--- config.mk ---
export PLATFORM = sky130hd
export DESIGN_NAME = asr_front_flat
export DESIGN_NICKNAME = d
export VERILOG_FILES = /design/src/rtl/core/asr_pkg.sv /design/src/rtl/core/asr_if.sv /design/src/rtl/core/asr_front.sv /design/src/flat_wrapper.sv
export SDC_FILE = /design/constraint.sdc
export NUM_CORES = 2
export LEC_CHECK = 0
export BUFFER_PORTS_ARGS = -buffer_cell sky130_fd_sc_hd__buf_2
export CORE_MARGIN = 3
export CORE_UTILIZATION = 55
export DETAILED_ROUTE_END_ITERATION = 6
export GPL_TIMING_DRIVEN = 0
export PLACE_DENSITY = 0.72
export SKIP_LAST_GASP = 1
export SLEW_MARGIN = 20
export SYNTH_ARGS = -nofsm -noshare
export SYNTH_HDL_FRONTEND = slang
export SYNTH_SLANG_ARGS = --single-unit
--- constraint.sdc ---
create_clock -name clk -period 17.4 [get_ports clk]
set_input_delay 1.74 -clock clk [delete_from_list [all_inputs] [get_ports clk]]
set_output_delay 1.74 -clock clk [all_outputs]
set_load 0.01 [all_outputs]
--- src/rtl/core/asr_pkg.sv ---
// Shared types and constants of the azimuth stretch resampler.
// Depends on nothing; every other file of the block imports it.
package asr_pkg;

  localparam int SAMPLE_BITS = 24;
  localparam int ROW_BITS    = 14;
  localparam int CNT_BITS    = 15;
  localparam int W_BITS      = 22;
  localparam int POS_BITS    = 49;
  localparam int PROD_BITS   = 56;
  localparam int BASE_BITS   = 23;
  localparam int OM_BITS     = 33;
  localparam int BOP_BITS    = 25;
  localparam int T_BITS      = 42;

  // |coef| * valid lines limit: 10.0 in units of 2^-31
  localparam logic [46:0] ERR_LIMIT = 47'd21474836480;
  localparam logic [T_BITS-1:0] WEIGHT_LIM = T_BITS'(1 << 20);

  // Register indexes (byte address = 4 * index)
  localparam logic [2:0] REG_COEF  = 3'd0;
  localparam logic [2:0] REG_RECIP = 3'd1;
  localparam logic [2:0] REG_PATCH = 3'd2;
  localparam logic [2:0] REG_VALID = 3'd3;
  localparam logic [2:0] REG_ROWS  = 3'd4;

  typedef struct packed {
    logic [31:0] coef;
    logic [7:0]  patch;
    logic [14:0] valid;
    logic [14:0] rows;
  } cfg_t;

  typedef struct packed {
    logic                          pass;
    logic                          err;
    logic                          last;
    logic [ROW_BITS-1:0]           row;
    logic signed [SAMPLE_BITS-1:0] p_re;
    logic signed [SAMPLE_BITS-1:0] p_im;
    logic signed [SAMPLE_BITS-1:0] c_re;
    logic signed [SAMPLE_BITS-1:0] c_im;
    logic signed [W_BITS-1:0]      wp;
    logic signed [W_BITS-1:0]      wc;
  } job_t;

endpackage

--- src/rtl/core/asr_if.sv ---
// Valid/ready channel interfaces of the resampler: sample input and result output.
// Depends on asr_pkg.
interface asr_in_if import asr_pkg::*; ();
  logic                          valid;
  logic                          ready;
  logic signed [SAMPLE_BITS-1:0] sample_re;
  logic signed [SAMPLE_BITS-1:0] sample_im;
  logic                          first_of_column;
  modport source (output valid, sample_re, sample_im, first_of_column, input ready);
  modport sink (input valid, sample_re, sample_im, first_of_column, output ready);
endinterface


--- src/rtl/core/asr_front.sv ---
// Front end: takes samples, forms stretched positions and splits each step into jobs.
// Depends on asr_pkg and asr_if.
module asr_front import asr_pkg::*; (
  input  logic     clk,
  input  logic     rst_n,
  asr_in_if.sink   in_ch,
  input  cfg_t     cfg,
  output job_t     job,
  output logic     job_valid,
  input  logic     job_ready
);

  localparam logic [2:0] ST_IDLE  = 3'd0;
  localparam logic [2:0] ST_PREP  = 3'd1;
  localparam logic [2:0] ST_MUL   = 3'd2;
  localparam logic [2:0] ST_EMIT  = 3'd3;
  localparam logic [2:0] ST_EMIT2 = 3'd4;

  logic [2:0]                    state_r;
  logic signed [SAMPLE_BITS-1:0] re_r, im_r, prev_re_r, prev_im_r;
  logic                          first_r;
  logic [BASE_BITS-1:0]          base_r;
  logic [OM_BITS-1:0]            om_r;
  logic [CNT_BITS-1:0]           span_r, in_cnt_r, out_cnt_r;
  logic [PROD_BITS-1:0]          prod_r;
  logic [POS_BITS-1:0]           prev_pos_r;
  logic [BOP_BITS-1:0]           bop_r;

  function automatic logic signed [W_BITS-1:0] wdiff(input logic [T_BITS-1:0] a,
                                                     input logic [T_BITS-1:0] b);
    logic [T_BITS-1:0] d;
    logic              neg;
    neg = (a < b);
    d = neg ? (b - a) : (a - b);
    if (d > WEIGHT_LIM) d = WEIGHT_LIM;
    return neg ? -$signed(d[W_BITS-1:0]) : $signed(d[W_BITS-1:0]);
  endfunction

  // Classification of the sample held in the front
  logic [31:0]          cmag;
  logic [46:0]          err_prod;
  logic                 err;
  logic [CNT_BITS-1:0]  low, span, i_eff;
  logic [7:0]           patch_m1;
  logic [OM_BITS-1:0]   om;

  assign cmag     = cfg.coef[31] ? (32'd0 - cfg.coef) : cfg.coef;
  assign err_prod = 47'(cmag) * 47'(cfg.valid);
  assign err      = (err_prod >= ERR_LIMIT);
  assign low      = (cfg.rows >= cfg.valid) ? ((cfg.rows - cfg.valid) >> 1) : '0;
  assign span     = cfg.rows - low;
  assign i_eff    = first_r ? '0 : in_cnt_r;
  assign patch_m1 = (cfg.patch == 8'd0) ? 8'd0 : (cfg.patch - 8'd1);
  assign om       = {1'b0, 32'h8000_0000} - {cfg.coef[31], cfg.coef};

  // Position and step classification
  logic [POS_BITS-1:0]  pos;
  logic                 i0, room, dx1, dx2, emit_now, adv;
  logic [25:0]          dx;
  logic [T_BITS-1:0]    xc, xp, t;

  assign pos  = prod_r[PROD_BITS-1:7];
  assign i0   = (in_cnt_r == '0);
  assign room = ({1'b0, out_cnt_r} + 16'd1) < {1'b0, span_r};
  assign dx   = {1'b0, pos[48:24]} - {1'b0, prev_pos_r[48:24]};
  assign dx1  = (dx == 26'd1);
  assign dx2  = (dx == 26'd2);
  assign xc   = {1'b0, pos[48:8]};
  assign xp   = {1'b0, prev_pos_r[48:8]};
  assign t    = {({1'b0, bop_r} + 26'(out_cnt_r)), 16'd0};
  assign emit_now = room && (i0 || dx1 || dx2);
  assign adv  = !emit_now || job_ready;

  assign in_ch.ready = (state_r == ST_IDLE);

  always_comb begin
    job      = '0;
    job.row  = out_cnt_r[ROW_BITS-1:0];
    job.p_re = prev_re_r;
    job.p_im = prev_im_r;
    job.c_re = re_r;
    job.c_im = im_r;
    job.wp   = wdiff(xc, t);
    job.wc   = wdiff(t, xp);
    job.pass = i0;
    job.last = (state_r == ST_EMIT2) || i0 || dx1;
    job_valid = 1'b0;
    unique case (state_r)
      ST_PREP: begin
        if (err) begin
          job      = '0;
          job.pass = 1'b1;
          job.err  = 1'b1;
          job.last = 1'b1;
          job_valid = 1'b1;
        end
      end
      ST_EMIT:  job_valid = emit_now;
      ST_EMIT2: job_valid = 1'b1;
      default:  job_valid = 1'b0;
    endcase
  end

  always_ff @(posedge clk) begin
    if (state_r == ST_IDLE && in_ch.valid) begin
      re_r    <= in_ch.sample_re;
      im_r    <= in_ch.sample_im;
      first_r <= in_ch.first_of_column;
    end
    if (state_r == ST_PREP) begin
      base_r <= BASE_BITS'(patch_m1 * cfg.valid);
      om_r   <= om;
      span_r <= span;
    end
    if (state_r == ST_MUL) begin
      prod_r <= PROD_BITS'(PROD_BITS'(base_r + BASE_BITS'(in_cnt_r)) * PROD_BITS'(om_r));
    end
  end

  always_ff @(posedge clk) begin
    if (!rst_n) begin
      state_r    <= ST_IDLE;
      prev_re_r  <= '0;
      prev_im_r  <= '0;
      prev_pos_r <= '0;
      in_cnt_r   <= '0;
      out_cnt_r  <= '0;
      bop_r      <= '0;
    end else begin
      unique case (state_r)
        ST_IDLE: begin
          if (in_ch.valid) state_r <= ST_PREP;
        end
        ST_PREP: begin
          if (err) begin
            // hold state untouched, only report the error
            if (job_ready) state_r <= ST_IDLE;
          end else begin
            if (first_r) begin
              in_cnt_r  <= '0;
              out_cnt_r <= '0;
            end
            state_r <= (i_eff >= span) ? ST_IDLE : ST_MUL;
          end
        end
        ST_MUL: state_r <= ST_EMIT;
        ST_EMIT: begin
          if (adv) begin
            if (emit_now) out_cnt_r <= out_cnt_r + 1'b1;
            if (!i0 && room && dx2) begin
              state_r <= ST_EMIT2;
            end else begin
              prev_re_r  <= re_r;
              prev_im_r  <= im_r;
              prev_pos_r <= pos;
              in_cnt_r   <= in_cnt_r + 1'b1;
              if (i0) bop_r <= prod_r[PROD_BITS-1:31];
              state_r <= ST_IDLE;
            end
          end
        end
        ST_EMIT2: begin
          if (job_ready) begin
            out_cnt_r  <= out_cnt_r + 1'b1;
            prev_re_r  <= re_r;
            prev_im_r  <= im_r;
            prev_pos_r <= pos;
            in_cnt_r   <= in_cnt_r + 1'b1;
            state_r    <= ST_IDLE;
          end
        end
        default: state_r <= ST_IDLE;
      endcase
    end
  end

endmodule

--- src/flat_wrapper.sv ---
// flat-port wrapper written by rule: the top's interface ports become plain ports
module asr_front_flat import asr_pkg::*;
  (clk, rst_n, cfg, job, job_valid, job_ready, in_ch_valid, in_ch_sample_re, in_ch_sample_im, in_ch_first_of_column, in_ch_ready);
  asr_in_if in_ch_i ();
  input  logic clk;
  input  logic rst_n;
  input  cfg_t cfg;
  output job_t job;
  output logic job_valid;
  input  logic job_ready;
  input wire logic [$bits(in_ch_i.valid)-1:0] in_ch_valid;
  input wire logic [$bits(in_ch_i.sample_re)-1:0] in_ch_sample_re;
  input wire logic [$bits(in_ch_i.sample_im)-1:0] in_ch_sample_im;
  input wire logic [$bits(in_ch_i.first_of_column)-1:0] in_ch_first_of_column;
  output wire logic [$bits(in_ch_i.ready)-1:0] in_ch_ready;
  assign in_ch_i.valid = in_ch_valid;
  assign in_ch_i.sample_re = in_ch_sample_re;
  assign in_ch_i.sample_im = in_ch_sample_im;
  assign in_ch_i.first_of_column = in_ch_first_of_column;
  assign in_ch_ready = in_ch_i.ready;
  asr_front u_core (.clk(clk), .rst_n(rst_n), .in_ch(in_ch_i), .cfg(cfg), .job(job), .job_valid(job_valid), .job_ready(job_ready));
endmodule
==> summary.md <==
| Metric | Value |
|---|---|
| Dpl cells | 9879 |
| Status | finished, final reports clean |
| Num CTS Buffers | 39 |
| Core Rows | 128 |
| Die Width | 358 um |
| Die area | around 130000 um^2 |
| DRC | 0 |
| Hold_ws | 0.457 ns |
| CP peak stage delay | 0.55 ns |
| Crit Path Max Fanout | 13 |
| Main synth FF type | edfxtp_1 |
| Share of layout cells above drive strength 1 | under 10% |
| Syn-to-layout area delta | 7.32% |
| Worst-path clk slew | ~0.06 ns |
| Slew @ Worst Pin | 1.26 ns |
| Post-synth ARST share | 0% |
| CTS Hold Bufs | 0 |
| Distinct cells, synth | 94 |
| Post-Syn Instances | between 7000 and 8000 |
| Largest cells by area after synthesis | fa_1 (34%), ha_1 (10%), edfxtp_1 (7.1%), inv_1 (6.7%), nand2_1 (6.5%) |
| Clock tree sinks | 308 |
| Post-DR vias/cell | 5.88 |
| CTS Buffer Depth | 3 |
| Final wirelength | 233000 um |
| Global Route Usage Sum | 36.6% |
| CP most frequent cell | fa_1 |
| First-pass GRT wire length | 355000 um |
| Port Buffers | 270 |
| Worst EP arrival | 15.22 ns |
| Net Count, Synth | 9799 |
| Max-cap violation count | 0 |
| Avg WL per Cell | 23.4 um |
| Reg2reg path depth | 40 |
| Die outline height | ~360 um |
| Fin nets | 10100 |
| Final Worst Setup Slack | 0.437 ns |
| First drt pass iteration count | 5 |
| Crit Path Class | input pin to primary output |
| Vias post-DR | around 59000 |
| Netlist Area Pre-Place | 68200 um^2 |
| Final min period | between 15 and 20 ns |
| Synth area leader | fa_1 |
| Core ar. | approximately 120000 um^2 |
| Initial drt markers | 4998 |
| Hpwl dp | 195000 um |
| EDFF count, synth | ~160 |
| Synth top area share | 33.8% |
| Synth Warn # | 0 |
| Clk Latency, worst-skew pair | 0.62 ns |
| Fin crit share | 97.5% |
| Worst slack at placement | -1.11 ns |
| Gr ovfl total | 0 |
| Final Max Slew Viols | 0 |
| Register bit total from synthesis | 308 |
| Initial antenna violation count | 16 |
| CP endpoint kind | primary output |
| Endpoints failing hold | 0 |
| Min-delay worst type | flip-flop to flip-flop |
| Crit start category | input pin |
| Largest net degree at the start of global routing | 50 |
| Final ANT Viol Nets | 0 |
| Top cells by count, synth | inv_1 (1218), nand2_1 (1179), fa_1 (1151), ha_1 (550), nor2_1 (514) |
| Fmax | 59.0 MHz |
| Non-Filler Instances | 9961 |
| Worst Hold Depth | 2 |
| Syn avg cell area | 8.55 um^2 |
| Post-synthesis sequential area ratio | 11.4% |
| # IOs | ~280 |
| RePlAce Congestion | 1.01 |
| Setup Viol. Count Final | 0 |
| Most frequent cell after synthesis | inv_1 |
| Skew final | 0.0734 ns |
| Unrepaired setup endpoints after global routing | false |
| CTS H-tree depth | 2 |
| Starting Density | ~56% |
| Worst path slowest cell | fa_1 |
| CTS tree | done |
| Vias in the first global route | 59900 |
| Critical Path RT | 15.66 ns |
| Clk root buf | clkbuf_16 |
| Slew margin rel. | 16.0% |
==> flip-flops by register name, summed over array words and instances (netlist names) <==
| name | flops |
|---|---|
| u_core.prev_re_r | 24 |
| u_core.first_r | 1 |
| u_core.om_r | 33 |
| u_core.base_r | 23 |
| u_core.im_r | 24 |
| u_core.bop_r | 25 |
| u_core.span_r | 15 |
| u_core.prev_pos_r | 41 |
| u_core.in_cnt_r | 15 |
| u_core.prod_r | 41 |
| u_core.out_cnt_r | 15 |
| u_core.state_r | 3 |
| u_core.re_r | 24 |
| u_core.prev_im_r | 24 |
==> worst max-delay path: cells and delay by family <==
family / cells / cell delay, ns
AND/OR/NAND/NOR: 17 / 5.27
adder cells (fa/ha/maj): 8 / 3.61
buffers and inverters: 11 / 2.82
AO/OA/AOI/OAI: 6 / 1.29
XOR/XNOR: 1 / 0.39
==> final cells by class <==
| cell class | count | area (um^2) |
|---|---|---|
| antenna | 10 | 25.0 |
| clock buffer | 47 | 1030 |
| clock inverter | 25 | 328 |
| sequential | 308 | 7780 |
| fill | 11100 | 49300 |
| multi-input combinational | 6034 | 54400 |
| buffer | 412 | 1580 |
| tap | 1625 | 2030 |
| timing repair buffer | 281 | 1470 |
| inverter | 1219 | 4580 |
==> cell usage in the layout, fill, tap and decap left out, types with 17 or more instances in the layout <==
master	instances
a21boi_0	122
nor2b_1	293
or2_2	21
or3_1	40
buf_2	274
o21bai_1	31
nor3b_1	17
xnor2_1	162
ha_1	550
o211ai_1	31
o31ai_1	23
nand2_1	1179
nand2b_1	94
fa_1	1151
a211oi_1	41
o21a_1	53
nor4_1	33
xor2_1	127
a21oi_1	275
a21o_1	116
mux2i_1	52
clkbuf_16	39
o21ai_0	202
edfxtp_1	161
and3_1	37
a31oi_1	42
inv_1	1218
nand3_1	94
nand4_1	54
clkbuf_1	396
and2_1	243
dfxtp_1	147
nor2_1	512
nor3_1	121
==> per-stage QoR <==
stage               utilization, %  cell area, um^2  TNS (ns)
floorplan                        -            68200         0
global placement              58.4            71600    -78.08
detailed placement            58.6            71800    -83.41
CTS                           59.7            73200         0
global route                  59.7            73200         0
finish                        59.7            73200         0
==> path summary, 6_finish.rpt <==
path / startpoint / to / slack (ns)
max reg2reg: u_core.in_cnt_r[0]$_SDFFE_PN0P_ / u_core.prod_r[50]$_DFFE_PP_ / 4.15
max: cfg[38] / job[154] / 0.44
min: u_core.prev_re_r[20]$_SDFFE_PN0P_ / u_core.prev_re_r[20]$_SDFFE_PN0P_ / 0.46
min reg2reg: u_core.prev_re_r[20]$_SDFFE_PN0P_ / u_core.prev_re_r[20]$_SDFFE_PN0P_ / 0.46
==> cell families after synthesis <==
logic type                 synth area share [%]
buffers and inverters                      9.03
adders and majority gates                  43.9
and+or+nand+nor                            20.0
DFF                                        11.4
xor gates and xnor gates                   3.89
AOI/OAI and AO/OA                          10.9
muxes                                     0.895
==> routing by layer <==
layer	GRT usage [%]	routed length, um	vias to the layer above
met5	0	55	-
met3	7.70	21200	715
li1	-	-	26100
met4	21.1	16600	6
met2	59.3	107000	2758
met1	45.4	88100	29000
==> timing repair <==
action,CTS,global route
setup buffers,2,0
resized for setup,4,3
pin swaps,1,0
setup endpoints to repair,140,123
Power is not shown: default switching activity piles up to over one toggle a cycle in this logic, so the estimate is an artifact.
