**src/rtl/core/asr_pkg.sv**
```systemverilog
// Shared types and constants of the azimuth stretch resampler.
// Depends on nothing; every other file of the block imports it.
package asr_pkg;

  localparam int SAMPLE_BITS = 24;
  localparam int ROW_BITS    = 14;
  localparam int CNT_BITS    = 15;
  localparam int W_BITS      = 22;
  localparam int POS_BITS    = 49;
  localparam int PROD_BITS   = 56;
  localparam int BASE_BITS   = 23;
  localparam int OM_BITS     = 33;
  localparam int BOP_BITS    = 25;
  localparam int T_BITS      = 42;

  // |coef| * valid lines limit: 10.0 in units of 2^-31
  localparam logic [46:0] ERR_LIMIT = 47'd21474836480;
  localparam logic [T_BITS-1:0] WEIGHT_LIM = T_BITS'(1 << 20);

  // Register indexes (byte address = 4 * index)
  localparam logic [2:0] REG_COEF  = 3'd0;
  localparam logic [2:0] REG_RECIP = 3'd1;
  localparam logic [2:0] REG_PATCH = 3'd2;
  localparam logic [2:0] REG_VALID = 3'd3;
  localparam logic [2:0] REG_ROWS  = 3'd4;

  typedef struct packed {
    logic [31:0] coef;
    logic [7:0]  patch;
    logic [14:0] valid;
    logic [14:0] rows;
  } cfg_t;

  typedef struct packed {
    logic                          pass;
    logic                          err;
    logic                          last;
    logic [ROW_BITS-1:0]           row;
    logic signed [SAMPLE_BITS-1:0] p_re;
    logic signed [SAMPLE_BITS-1:0] p_im;
    logic signed [SAMPLE_BITS-1:0] c_re;
    logic signed [SAMPLE_BITS-1:0] c_im;
    logic signed [W_BITS-1:0]      wp;
    logic signed [W_BITS-1:0]      wc;
  } job_t;

endpackage

```
**src/rtl/core/asr_queue.sv**
```systemverilog
// Two-entry job queue between front and back end.
// Depends on asr_pkg.
module asr_queue import asr_pkg::*; (
  input  logic clk,
  input  logic rst_n,
  input  job_t push_job,
  input  logic push_valid,
  output logic push_ready,
  output job_t pop_job,
  output logic pop_valid,
  input  logic pop_ready
);

  job_t       mem [2];
  logic       wptr_r, rptr_r;
  logic [1:0] cnt_r;
  logic       push, pop;

  assign push_ready = (cnt_r != 2'd2);
  assign pop_valid  = (cnt_r != 2'd0);
  assign pop_job    = mem[rptr_r];
  assign push       = push_valid && push_ready;
  assign pop        = pop_valid && pop_ready;

  always_ff @(posedge clk) begin
    if (push) mem[wptr_r] <= push_job;
  end

  always_ff @(posedge clk) begin
    if (!rst_n) begin
      wptr_r <= 1'b0;
      rptr_r <= 1'b0;
      cnt_r  <= 2'd0;
    end else begin
      if (push) wptr_r <= !wptr_r;
      if (pop)  rptr_r <= !rptr_r;
      cnt_r <= cnt_r + {1'b0, push} - {1'b0, pop};
    end
  end

endmodule

```
**config.mk**
```make
export PLATFORM = sky130hd
export DESIGN_NAME = asr_queue
export DESIGN_NICKNAME = d
export VERILOG_FILES = /design/src/rtl/core/asr_pkg.sv /design/src/rtl/core/asr_queue.sv
export SDC_FILE = /design/constraint.sdc
export NUM_CORES = 1
export LEC_CHECK = 0
export BUFFER_PORTS_ARGS = -buffer_cell sky130_fd_sc_hd__buf_2
export CORE_MARGIN = 2
export CORE_UTILIZATION = 30
export DETAILED_ROUTE_END_ITERATION = 16
export HOLD_SLACK_MARGIN = 0.02
export SKIP_LAST_GASP = 1
export SYNTH_ARGS = -nofsm -noshare
export SYNTH_HDL_FRONTEND = slang
export SYNTH_SLANG_ARGS = --single-unit
export TNS_END_PERCENT = 5
```
**constraint.sdc**
```tcl
create_clock -name clk -period 5.7 [get_ports clk]
set_input_delay 0 -clock clk [delete_from_list [all_inputs] [get_ports clk]]
set_output_delay 0 -clock clk [all_outputs]
set_load 0.02 [all_outputs]
```
==> qor.yml, run 1 <==
run_status:
  run_status: "complete, no violations"
cells_and_area:
  finalNetCount: 1185
  post_route_cells_drive_above_1_share: 0.510
  layout_commonest_cell: "buf_2"
  fillers: 3391
  top_library_cells_by_usage_in_the_layout_fill_and_taps_aside: "319 x buf_2, 314 x edfxtp_1, 161 x dlygate4sd3_1"
  synthToLayoutAreaGrowth_pct: 42.5
  stdcell_area_mm2: 0.0166
global_routing:
  antenna_violations_before_repair: 2
  grt_start_max_net_pins: 158
  gr-total-overflow: 0
  grt_util_all_layers: 0.123
  first_global_vias: 7110
  grt_first_pass_wirelength_mm: 38.8
min_path:
  holdCritPathClass: "in2reg"
drt:
  post_drt_via_cell_ratio: 4.21
  final_wirelength_mm: 25.0
  wire_per_inst_um: 16.0
  drc: 0
  vias: 6604
  number_of_violations_reported_at_the_end_of_detailed_routing_iteration_0: 251
  drt.antenna.violating_nets: 0
  drtPass1Iterations: 4
power_and_ir_drop:
  intPower_mw: 4.85
  powerDensity_mw_per_mm2: 402
  sequential_group_share_of_total_power: 0.436
  switchingPower_mw: 1.80
  power_frac_comb: 0.225
  swShare: 0.270
  power.leakage_nw: 6.14
  peakVddDrop_v: 0.000294
  power_frac_clock: 0.338
cts:
  postCtsSetupBuffers: 0
  cts_resized: 0
  clk_pin_slew_worst_paths_ns: 0.06
  clockRootBuffer: "clkbuf_16"
  cts_buffers: 36
  tritoncts: "yes"
  clock_latency_ns: 0.51
  clock_path_buffers: 3
  cts-htree-levels: 2
  cts.sink_count: 319
sta:
  max_clock_freq_mhz: 430
  final_max_slew_viol_count: 0
  tns_ns: 0
  post-route-worst-setup-slack_ns: 3.38
  worstMarginPinSlew_ns: 0.969
  period_share: 0.408
  period_minus_slack_ns: 2.32
  fin_skew_ns: 0.00628
  finalSetupViolCount: 0
  timing_hold_violations_final: 0
  timing.max_slew.rel_slack: 0.354
  unrepaired_setup_endpoints_after_global_routing: "false"
critical_path:
  worst_ep_arrival_ns: 2.47
  critical_path_required_time_ns: 5.85
  crit-reg2reg-launch: "cnt_r[0]$_SDFF_PN0_"
  crit_type: "reg2reg"
  worst_setup_path_start_kind: "flip-flop"
  destination_of_the_worst_register_to_register_timing_path: "mem[0][114]$_DFFE_PP_"
  worstRegToRegCells: 4
  crit_end_element: "flip-flop"
  worstPathMaxFanout: 83
  startpoint: "cnt_r[0]$_SDFF_PN0_"
  timing.critical_path.to: "mem[0][114]$_DFFE_PP_"
  r2r_setup_slack_ns: 3.38
floorplanning:
  die_h_um: 201
  core_mm2: 0.0385
  starting_density_of_the_core: 0.302
  std_cell_rows: 72
  die_area_mm2: 0.0403
  top_level_ports: 320
  die_width_um: 201
synth:
  synth_mux_area_frac: 0.152
  synth_sequential_area_ratio: 0.820
  number_of_synthesized_flops_with_an_enable_pin: 314
  synth_simple_gate_area_frac: 0.00754
  yosys_warnings: 0
  synth_fp_nets: 680
  yosys_register_bits: 319
  netlist_instances: 518
  syn_area_mm2: 0.0116
  post_synth_num_cell_types: 25
  dominant_combinational_cell_family_by_area_after_synthesis: "multiplexers"
  synthXorXnorAreaFrac: 0.000754
  syn_avg_cell_area_um2: 22.4
  synthAdderAreaFrac: 0.00108
  synth_async_sr_flop_share: 0
  dominantRegCellSynth: "edfxtp_1"
  synth_compound_gate_area_share: 0.00377
placement:
  preCtsSetupSlack_ns: 3.34
  placedInstanceArea_mm2: 0.0138
  place.gp.congestion: 0.694
  hpwl_mm: 14.4
  placement.io_buffers: 319
run:
  timing.max_cap.violations: 0
==> worst max-delay path: stages (launching register included) <==
cell and delay [ns]:
dfxtp_1 0.41, nand2b_1 0.21, nand3b_1 0.19, inv_6 0.59, buf_12 0.46
==> power by group through the flow <==
stage | clock [mW] | combinational (mW) | sequential, mW
6_report | 2.25 | 1.50 | 2.90
5_1_grt | 2.42 | 1.60 | 2.92
4_1_cts | 2.33 | 1.52 | 2.90
3_5_place_dp | 0 | 1.42 | 2.95
3_3_place_gp | 0 | 1.42 | 2.94
2_1_floorplan | 0 | 0.985 | 2.97
==> registers in the layout (all words and copies together), names as in the netlist, named ones only <==
signal	flops
cnt_r	2
mem	314
rptr_r	1
wptr_r	1
==> cell usage after synthesis (2+ instances only) <==
library cell | number | share of area
and3_1 | 2 | 0.0011
mux2_2 | 157 | 0.15
nor2_1 | 4 | 0.0013
o21ai_0 | 2 | 0.00086
buf_6 | 10 | 0.0097
edfxtp_1 | 314 | 0.81
buf_2 | 2 | 0.00086
dfxtp_1 | 5 | 0.0086
inv_1 | 2 | 0.00065
buf_4 | 5 | 0.0032
==> per-layer routing <==
layer / up-vias / wire [µm] / global-route usage
met1: 3232 / 10500 / 0.151
li1: 3077 / - / -
met2: 252 / 12000 / 0.200
met5: - / 0 / 0
met4: 0 / 580 / 0.0407
met3: 43 / 1990 / 0.0459
==> cell type report <==
| cell class | count | area (µm²) | area share |
|---|---|---|---|
| Multi-Input combinational cell | 180 | 1930 | 0.116 |
| Sequential cell | 319 | 9530 | 0.576 |
| Inverter | 2 | 12.5 | 0.000756 |
| Antenna cell | 2 | 5.00 | 0.000302 |
| Tap cell | 518 | 648 | 0.0392 |
| Clock buffer | 46 | 970 | 0.0586 |
| Clock inverter | 16 | 183 | 0.0110 |
| Timing Repair Buffer | 484 | 3280 | 0.198 |
==> worst min path at each step <==
stage | start | to | slack, ns | cells past startpoint
final | push_job[130] | mem[1][130]$_DFFE_PP_ | 0.20 | 2
after global routing | push_job[59] | mem[1][59]$_DFFE_PP_ | 0.17 | 2
after CTS | push_job[93] | mem[0][93]$_DFFE_PP_ | 0.15 | 2
after detailed placement | push_job[25] | mem[1][25]$_DFFE_PP_ | 0.19 | 1
after global placement | push_job[134] | mem[0][134]$_DFFE_PP_ | 0.19 | 1
after floorplan | push_job[0] | mem[0][0]$_DFFE_PP_ | 0.1 | 0
==> kinds of logic (layout without fill, tap and decap cells) <==
logic type | Yosys count | count (layout)
buf+inv | 19 | 548
flops | 319 | 319
simple gates | 15 | 15
fa+ha+maj | 1 | 1
compound gates | 6 | 6
xor+xnor | 1 | 1
mux | 157 | 157
other cells | 0 | 2
==> through the flow <==
stage / hold WS (ns) / power, mW / utilization / instances
2_1_floorplan: 0.0989 / 3.95 / - / 518
3_3_place_gp: 0.188 / 4.36 / 0.358 / 1342
3_5_place_dp: 0.191 / 4.37 / 0.358 / 1342
4_1_cts: 0.152 / 6.75 / 0.430 / 1565
5_1_grt: 0.168 / 6.94 / 0.430 / 1567
6_report: 0.198 / 6.65 / 0.430 / 1567
==> repair_timing <==
action	in CTS	in global routing
endpoints found under the hold margin	319	0
hold buffers	161	0
setup endpoints to repair	0	0
(Power assumes the default switching activity.)
==> inputs of run 2 (changes only) <==
--- a/config.mk
+++ b/config.mk
@@ -5,6 +5,7 @@
 export SDC_FILE = /design/constraint.sdc
 export NUM_CORES = 1
 export LEC_CHECK = 0
+export ABC_AREA = 1
 export BUFFER_PORTS_ARGS = -buffer_cell sky130_fd_sc_hd__buf_2
 export CORE_MARGIN = 2
 export CORE_UTILIZATION = 30
==> constraint.sdc (replaced) <==
create_clock -name clk -period 2.3 [get_ports clk]
set_input_delay 0 -clock clk [delete_from_list [all_inputs] [get_ports clk]]
set_output_delay 0 -clock clk [all_outputs]
set_load 0.02 [all_outputs]
==> run 2 against run 1 <==
Net effect:
- sequential cell count unchanged
- global-route usage down 0.052 points
- non-clock buffer count rose by 4
- final area is 0.62% higher
- combinational power grew to 3.1 times the previous value
- critical endpoint is now pop_job[155]
==> qor.yml, run 2 <==
synth:
  post-synth-top-area-cell: "edfxtp_1"  # unchanged
  netlist_instances: 524  # was 518
  syn_area_mm2: 0.0116  # about the same
  yosys_register_bits: 319  # unchanged
  synth_sequential_area_ratio: 0.821  # was 0.820
  synth.top_cells.by_count: "314 x edfxtp_1, 157 x mux2_2, 13 x buf_6, 11 x nand2_1, 9 x nor2_1"  # was 314 x edfxtp_1, 157 x mux2_2, 10 x buf_6, 5 x buf_4, 5 x dfxtp_1
  yosys.area.top_type_share: 0.813  # was 0.812
  synth_fp_nets: 686  # was 680
  dominant_cell_by_count_in_the_synthesized_netlist: "edfxtp_1"  # unchanged
  number_of_synthesized_flops_with_an_enable_pin: 314  # unchanged
  yosys_warnings: 0  # unchanged
  syn_avg_cell_area_um2: 22.1  # was 22.4 µm²
  post_synth_num_cell_types: 13  # was 25
  synth_async_sr_flop_share: 0  # unchanged
  dominantRegCellSynth: "edfxtp_1"  # unchanged
  synthTopCellsByArea: "edfxtp_1 81%, mux2_2 15%, buf_6 1.3%"  # was edfxtp_1 81%, mux2_2 15%, buf_6 0.97%
global_routing:
  first_global_vias: 7101  # was 7110
  gr-total-overflow: 0  # unchanged
  grt_start_max_net_pins: 86  # was 158
  grt_util_all_layers: 0.122  # was 0.123
  antenna_violations_before_repair: 1  # was 2
  grt_first_pass_wirelength_mm: 38.4  # was 38.8 mm
sta:
  worstMarginPinSlew_ns: 0.537  # was 0.969 ns
  finalSetupViolCount: 0  # unchanged
  timing_hold_violations_final: 0  # unchanged
  period_share: 0.823
  max_clock_freq_mhz: 528
  period_minus_slack_ns: 1.89
  final_max_slew_viol_count: 0  # unchanged
  hold_slack_ns: 0.201  # was 0.198 ns
  unrepaired_setup_endpoints_after_global_routing: "false"  # unchanged
  timing.max_slew.rel_slack: 0.642  # was 0.354
  fin_skew_ns: 0.00722  # was 0.00628 ns
floorplanning:
  starting_density_of_the_core: 0.302  # about the same
  top_level_ports: 320  # unchanged
  die_h_um: 201  # about the same
  std_cell_rows: 72  # unchanged
  die_width_um: 201  # about the same
  core_mm2: 0.0384  # was 0.0385 mm²
  die_area_mm2: 0.0403  # about the same
cts:
  clk_pin_slew_worst_paths_ns: 0.06  # about the same
  cts_buffers: 34  # was 36
  clock_path_buffers: 3  # unchanged
  cts-htree-levels: 2  # unchanged
  tritoncts: "yes"  # unchanged
  clockRootBuffer: "clkbuf_16"  # unchanged
  cts_resized: 0  # unchanged
  cts.sink_count: 319  # unchanged
  clock_latency_ns: 0.52  # was 0.51 ns
min_path:
  worst_hold_path.num_cells: 2  # unchanged
  worstHoldEndpoint: "mem[1][7]$_DFFE_PP_"  # was mem[1][130]$_DFFE_PP_
  hold_path_startpoint: "push_job[7]"  # was push_job[130]
  holdCritPathClass: "in2reg"  # unchanged
critical_path:
  worstPathMaxFanout: 68  # was 83
  r2r_setup_slack_ns: 0.68  # was 3.38 ns
  crit_type: "reg2out"  # was reg2reg
  worst_setup_path_start_kind: "flip-flop"  # unchanged
  worstRegToRegCells: 9  # was 4
  destination_of_the_worst_register_to_register_timing_path: "cnt_r[1]$_SDFF_PN0_"  # was mem[0][114]$_DFFE_PP_
  critical_path_required_time_ns: 2.30  # was 5.85 ns
  worst_ep_arrival_ns: 1.89  # was 2.47 ns
  crit-reg2reg-launch: "cnt_r[1]$_SDFF_PN0_"  # was cnt_r[0]$_SDFF_PN0_
  crit_end_element: "output pin"  # was flip-flop
cells_and_area:
  multi_input_area_mm2: 0.00190  # was 0.00193 mm²
  top_library_cells_by_usage_in_the_layout_fill_and_taps_aside: "319 x buf_2, 314 x edfxtp_1, 160 x dlygate4sd3_1"  # was 319 x buf_2, 314 x edfxtp_1, 161 x dlygate4sd3_1
  area.sequential_mm2: 0.00953  # about the same
  fillers: 3395  # was 3391
  post_route_cells_drive_above_1_share: 0.510  # about the same
  largest_register_ff_count: 314  # unchanged
  finalNonFillerCells: 1576  # was 1567
  layout_commonest_cell: "buf_2"  # unchanged
  largest-register: "mem"  # unchanged
  largestRegisters: "mem x314, cnt_r x2"  # unchanged
  finalNetCount: 1193  # was 1185
  synthToLayoutAreaGrowth_pct: 43.6  # was 42.5%
power_and_ir_drop:
  finalPower_mw: 17.9  # was 6.65 mW
  powerDensity_mw_per_mm2: 1070  # was 402 mW/mm²
  peakVddDrop_v: 0.000614  # was 0.000294 V
  power.leakage_nw: 6.21  # was 6.14 nW
drt:
  met3RoutedLength_mm: 1.53  # was 1.99 mm
  top_layer_used: "met4"  # unchanged
  drc: 0  # unchanged
  wire_per_inst_um: 15.8  # was 16.0 µm
  wl_met2_mm: 12.6  # was 12.0 mm
  number_of_violations_reported_at_the_end_of_detailed_routing_iteration_0: 274  # was 251
  vias: 6554  # was 6604
  final_wirelength_mm: 24.9  # was 25.0 mm
  wirelength_met1_mm: 9.81  # was 10.5 mm
  drt.antenna.violating_nets: 0  # unchanged
  post_drt_via_cell_ratio: 4.16  # was 4.21
  drtPass1Iterations: 5  # was 4
placement:
  place.gp.congestion: 0.723  # was 0.694
  hpwl_mm: 15.1  # was 14.4 mm
  place.detailed.instances: 1353  # was 1342
  placement.io_buffers: 319  # unchanged
run:
  timing.max_cap.violations: 0  # unchanged
run_status:
  run_status: "complete, no violations"  # unchanged
-- run 2: how the worst max path moves through the flow --
stage | from | endpoint | slack, ns | cells after the start
floorplan | cnt_r[0]$_SDFF_PN0_ | mem[1][0]$_DFFE_PP_ | -1.02 | 4
global placement | cnt_r[0]$_SDFF_PN0_ | mem[0][51]$_DFFE_PP_ | 0.79 | 5
global route | flip-flop | pop_job[118] | 0.33 | 3
CTS | flip-flop | pop_job[17] | 0.37 | 3
finish | flip-flop | pop_job[155] | 0.41 | 3
detailed placement | cnt_r[1]$_SDFF_PN0_ | cnt_r[1]$_SDFF_PN0_ | 0.65 | 9
-- run 2: report_power, final --
part / internal, mW / leakage [nW] / switching (mW)
Sequential: 7.37 / 2.98 / 0.182
Clock: 3.58 / 0.579 / 2.13
Combinational: 1.86 / 2.66 / 2.77
Total: 12.8 / 6.21 / 5.09
-- run 2: critical path, stage by stage (launching register included) --
cell,delay [ns]
dfxtp_4,0.39
buf_12,0.30
mux2_2,0.40
buf_2,0.16
-- run 2: per-layer routing --
metal,up-vias,global-route usage
met5,-,0
met4,0,0.0643
met3,57,0.0320
met2,211,0.211
met1,3194,0.140
li1,3092,-
-- run 2: cell type report --
class | count | share of cell area
clock inverter | 21 | 0.0147
sequential | 319 | 0.572
antenna | 1 | 0.000150
clock buffer | 41 | 0.0565
timing repair buffer | 488 | 0.201
tap | 518 | 0.0389
inverter | 7 | 0.00158
multi-input combinational | 181 | 0.114
-- run 2: logic make-up after synthesis --
logic type,share of synthesized area
AND/OR/NAND/NOR,0.00690
adder cells (fa/ha/maj),0.00108
AO/OA/AOI/OAI,0.000431
XOR/XNOR,0.000755
buffers and inverters,0.0170
multiplexers,0.152
flip-flops,0.821
-- run 2: timing repair --
action,in CTS,in global routing
hold buffers,160,0
endpoints found under the hold margin,319,0
setup buffers,0,0
setup endpoints to repair,0,0
-- run 2: through the flow --
step	util	TNS, ns	instance area (µm²)	worst slack (ns)
final	0.434	0	16700	0.406
after global routing	0.434	0	16700	0.333
after CTS	0.434	0	16700	0.368
after detailed placement	0.361	0	13900	0.655
after global placement	0.361	0	13900	0.787
after floorplan	-	-317.10	11600	-1.02
==> inputs of run 3 (changes only) <==
--- a/config.mk
+++ b/config.mk
@@ -5,7 +5,7 @@
 export SDC_FILE = /design/constraint.sdc
 export NUM_CORES = 1
 export LEC_CHECK = 0
-export ABC_AREA = 1
+export ABC_AREA = 0
 export BUFFER_PORTS_ARGS = -buffer_cell sky130_fd_sc_hd__buf_2
 export CORE_MARGIN = 2
 export CORE_UTILIZATION = 30
==> constraint.sdc (replaced) <==
create_clock -name clk -period 1.7 [get_ports clk]
set_input_delay 0 -clock clk [delete_from_list [all_inputs] [get_ports clk]]
set_output_delay 0 -clock clk [all_outputs]
set_load 0.02 [all_outputs]
==> run 3 against run 2 <==
Net effect:
- power rose by 29%
- non-clock buffer count rose by 34
- final area rose by 4.3%
- the run now ends with setup timing left
- sequential power rose by 29%
==> qor.yml, run 3 (synthesized netlist as in run 1, its figures left out) <==
sta:
  period_share: 1.05
  worstMarginPinSlew_ns: 0.409  # was 0.537 ns
  fin_skew_ns: 0.0142  # was 0.00722 ns
  max_clock_freq_mhz: 562
  unrepaired_setup_endpoints_after_global_routing: "true"  # was false
  timing_hold_violations_final: 0  # unchanged
  timing.max_slew.rel_slack: 0.727  # was 0.642
  finalSetupViolCount: 133  # was 0
  period_minus_slack_ns: 1.78
  final_max_slew_viol_count: 0  # unchanged
  post-route-worst-setup-slack_ns: -0.0782  # was 0.406 ns
critical_path:
  worstPathMaxFanout: 6  # was 68
  crit-reg2reg-launch: "cnt_r[0]$_SDFF_PN0_"  # was cnt_r[1]$_SDFF_PN0_
  crit_end_element: "output pin"  # unchanged
  worst_setup_path_start_kind: "flip-flop"  # unchanged
  worst_ep_arrival_ns: 1.78  # was 1.89 ns
  crit_type: "reg2out"  # unchanged
  critical_path_required_time_ns: 1.70  # was 2.30 ns
global_routing:
  gr-total-overflow: 0  # unchanged
  first_global_vias: 7514  # was 7101
  grt_util_all_layers: 0.130  # was 0.122
  grt_start_max_net_pins: 62  # was 86
  grt_first_pass_wirelength_mm: 40.6  # was 38.4 mm
  antenna_violations_before_repair: 0  # was 1
run:
  timing.max_cap.violations: 0  # unchanged
floorplanning:
  die_width_um: 201  # about the same
  std_cell_rows: 72  # unchanged
  die_area_mm2: 0.0403  # about the same
  die_h_um: 201  # about the same
  top_level_ports: 320  # unchanged
  starting_density_of_the_core: 0.302  # about the same
  core_mm2: 0.0385  # was 0.0384 mm²
drt:
  number_of_violations_reported_at_the_end_of_detailed_routing_iteration_0: 216  # was 274
  drtPass1Iterations: 4  # was 5
  post_drt_via_cell_ratio: 4.20  # was 4.16
  final_wirelength_mm: 26.9  # was 24.9 mm
  drt.antenna.violating_nets: 0  # unchanged
  drc: 0  # unchanged
  wire_per_inst_um: 16.8  # was 15.8 µm
  vias: 6744  # was 6554
min_path:
  hold_path_startpoint: "push_job[97]"  # was push_job[7]
  holdCritPathClass: "in2reg"  # unchanged
cells_and_area:
  largest-register: "mem"  # unchanged
  top_library_cells_by_usage_in_the_layout_fill_and_taps_aside: "314 x edfxtp_1, 291 x buf_2, 160 x dlygate4sd3_1"  # was 319 x buf_2, 314 x edfxtp_1, 160 x dlygate4sd3_1
  stdcell_area_mm2: 0.0174  # was 0.0167 mm²
  finalNetCount: 1224  # was 1193
  largestRegisters: "mem x314, cnt_r x2"  # unchanged
  layout_commonest_cell: "edfxtp_1"  # was buf_2
  antenna-diode-count: 0  # was 1
  synthToLayoutAreaGrowth_pct: 49.5  # was 43.6%
  post_route_cells_drive_above_1_share: 0.528  # was 0.510
  largest_register_ff_count: 314  # unchanged
power_and_ir_drop:
  powerDensity_mw_per_mm2: 1330  # was 1070 mW/mm²
  switchingPower_mw: 6.31  # was 5.09 mW
  intPower_mw: 16.8  # was 12.8 mW
  finalPower_mw: 23.1  # was 17.9 mW
  power.leakage_nw: 6.53  # was 6.21 nW
  swShare: 0.273  # was 0.284
  peakVddDrop_v: 0.000860  # was 0.000614 V
  power_frac_clock: 0.311  # was 0.319
  power_frac_comb: 0.267  # was 0.259
  sequential_group_share_of_total_power: 0.421  # was 0.422
cts:
  tritoncts: "yes"  # unchanged
  cts_buffers: 37  # was 34
  cts.sink_count: 319  # unchanged
  clock_path_buffers: 3  # unchanged
  cts-htree-levels: 2  # unchanged
  clk_pin_slew_worst_paths_ns: 0.06  # about the same
  clock_latency_ns: 0.52  # about the same
  clockRootBuffer: "clkbuf_16"  # unchanged
run_status:
  run_status: "finished, violations left"  # was complete, no violations
  violations_in_the_final_reports: "setup timing"
placement:
  placement.io_buffers: 319  # unchanged
  place.gp.congestion: 0.733  # was 0.723
  hpwl_mm: 16.3  # was 15.1 mm
  placedInstanceArea_mm2: 0.0142  # was 0.0139 mm²
-- run 3: cell type report --
class / count / area [µm²]
Clock inverter: 19 / 143
Timing Repair Buffer: 522 / 4090
Tap cell: 518 / 648
Sequential cell: 319 / 9540
Fill cell: 3311 / 21100
Inverter: 2 / 11.3
Clock buffer: 44 / 952
Multi-Input combinational cell: 180 / 1990
-- run 3: metrics by stage --
step | utilization | hold WS [ns] | setup TNS [ns] | cells | setup slack [ns]
after floorplan | - | 0.0989 | -457.70 | 518 | -1.68
after global placement | 0.369 | 0.188 | 0 | 1367 | 0.167
after detailed placement | 0.369 | 0.191 | 0 | 1367 | 0.148
after CTS | 0.443 | 0.153 | -17.33 | 1597 | -0.173
after global routing | 0.452 | 0.175 | -15.17 | 1604 | -0.142
final | 0.452 | 0.203 | -3.45 | 1604 | -0.0782
-- run 3: layer usage --
metal  up-vias  share of wire  global-route usage
met2       241           0.50               0.218
met5         -              0                   0
li1       3176              -                   -
met3        58          0.069              0.0383
met1      3269           0.40               0.155
met4         0          0.031              0.0579
-- run 3: power by group through the flow --
stage | sequential, mW | combinational (mW) | clock, mW
3_5_place_dp | 9.89 | 5.18 | 0
6_report | 9.73 | 6.17 | 7.19
5_1_grt | 9.81 | 6.57 | 7.70
4_1_cts | 9.73 | 5.77 | 7.44
3_3_place_gp | 9.85 | 5.17 | 0
2_1_floorplan | 9.90 | 3.31 | 0
-- run 3: repair_timing --
| item | CTS | global route |
|---|---|---|
| gates cloned | 2 | 4 |
| hold endpoints to repair | 319 | 0 |
| gates resized for setup | 11 | 76 |
| hold buffers | 160 | 0 |
| setup endpoints to repair | 129 | 138 |
| setup buffers | 6 | 4 |
-- run 3: critical path, stage by stage (launching register included) --
cell       delay (ns)
dfxtp_4          0.37
buf_12           0.15
buf_12           0.12
clkbuf_16        0.14
mux2_2           0.34
buf_6            0.13
-- run 3: path summary, 6_finish.rpt --
check,end,slack (ns),cells after the start
worst min-delay path,mem[0][97]$_DFFE_PP_,0.20,2
worst max-delay path,pop_job[65],-0.08,5
worst max register to register,mem[0][114]$_DFFE_PP_,0.15,4
worst min register to register,rptr_r$_SDFFE_PN0P_,0.52,2
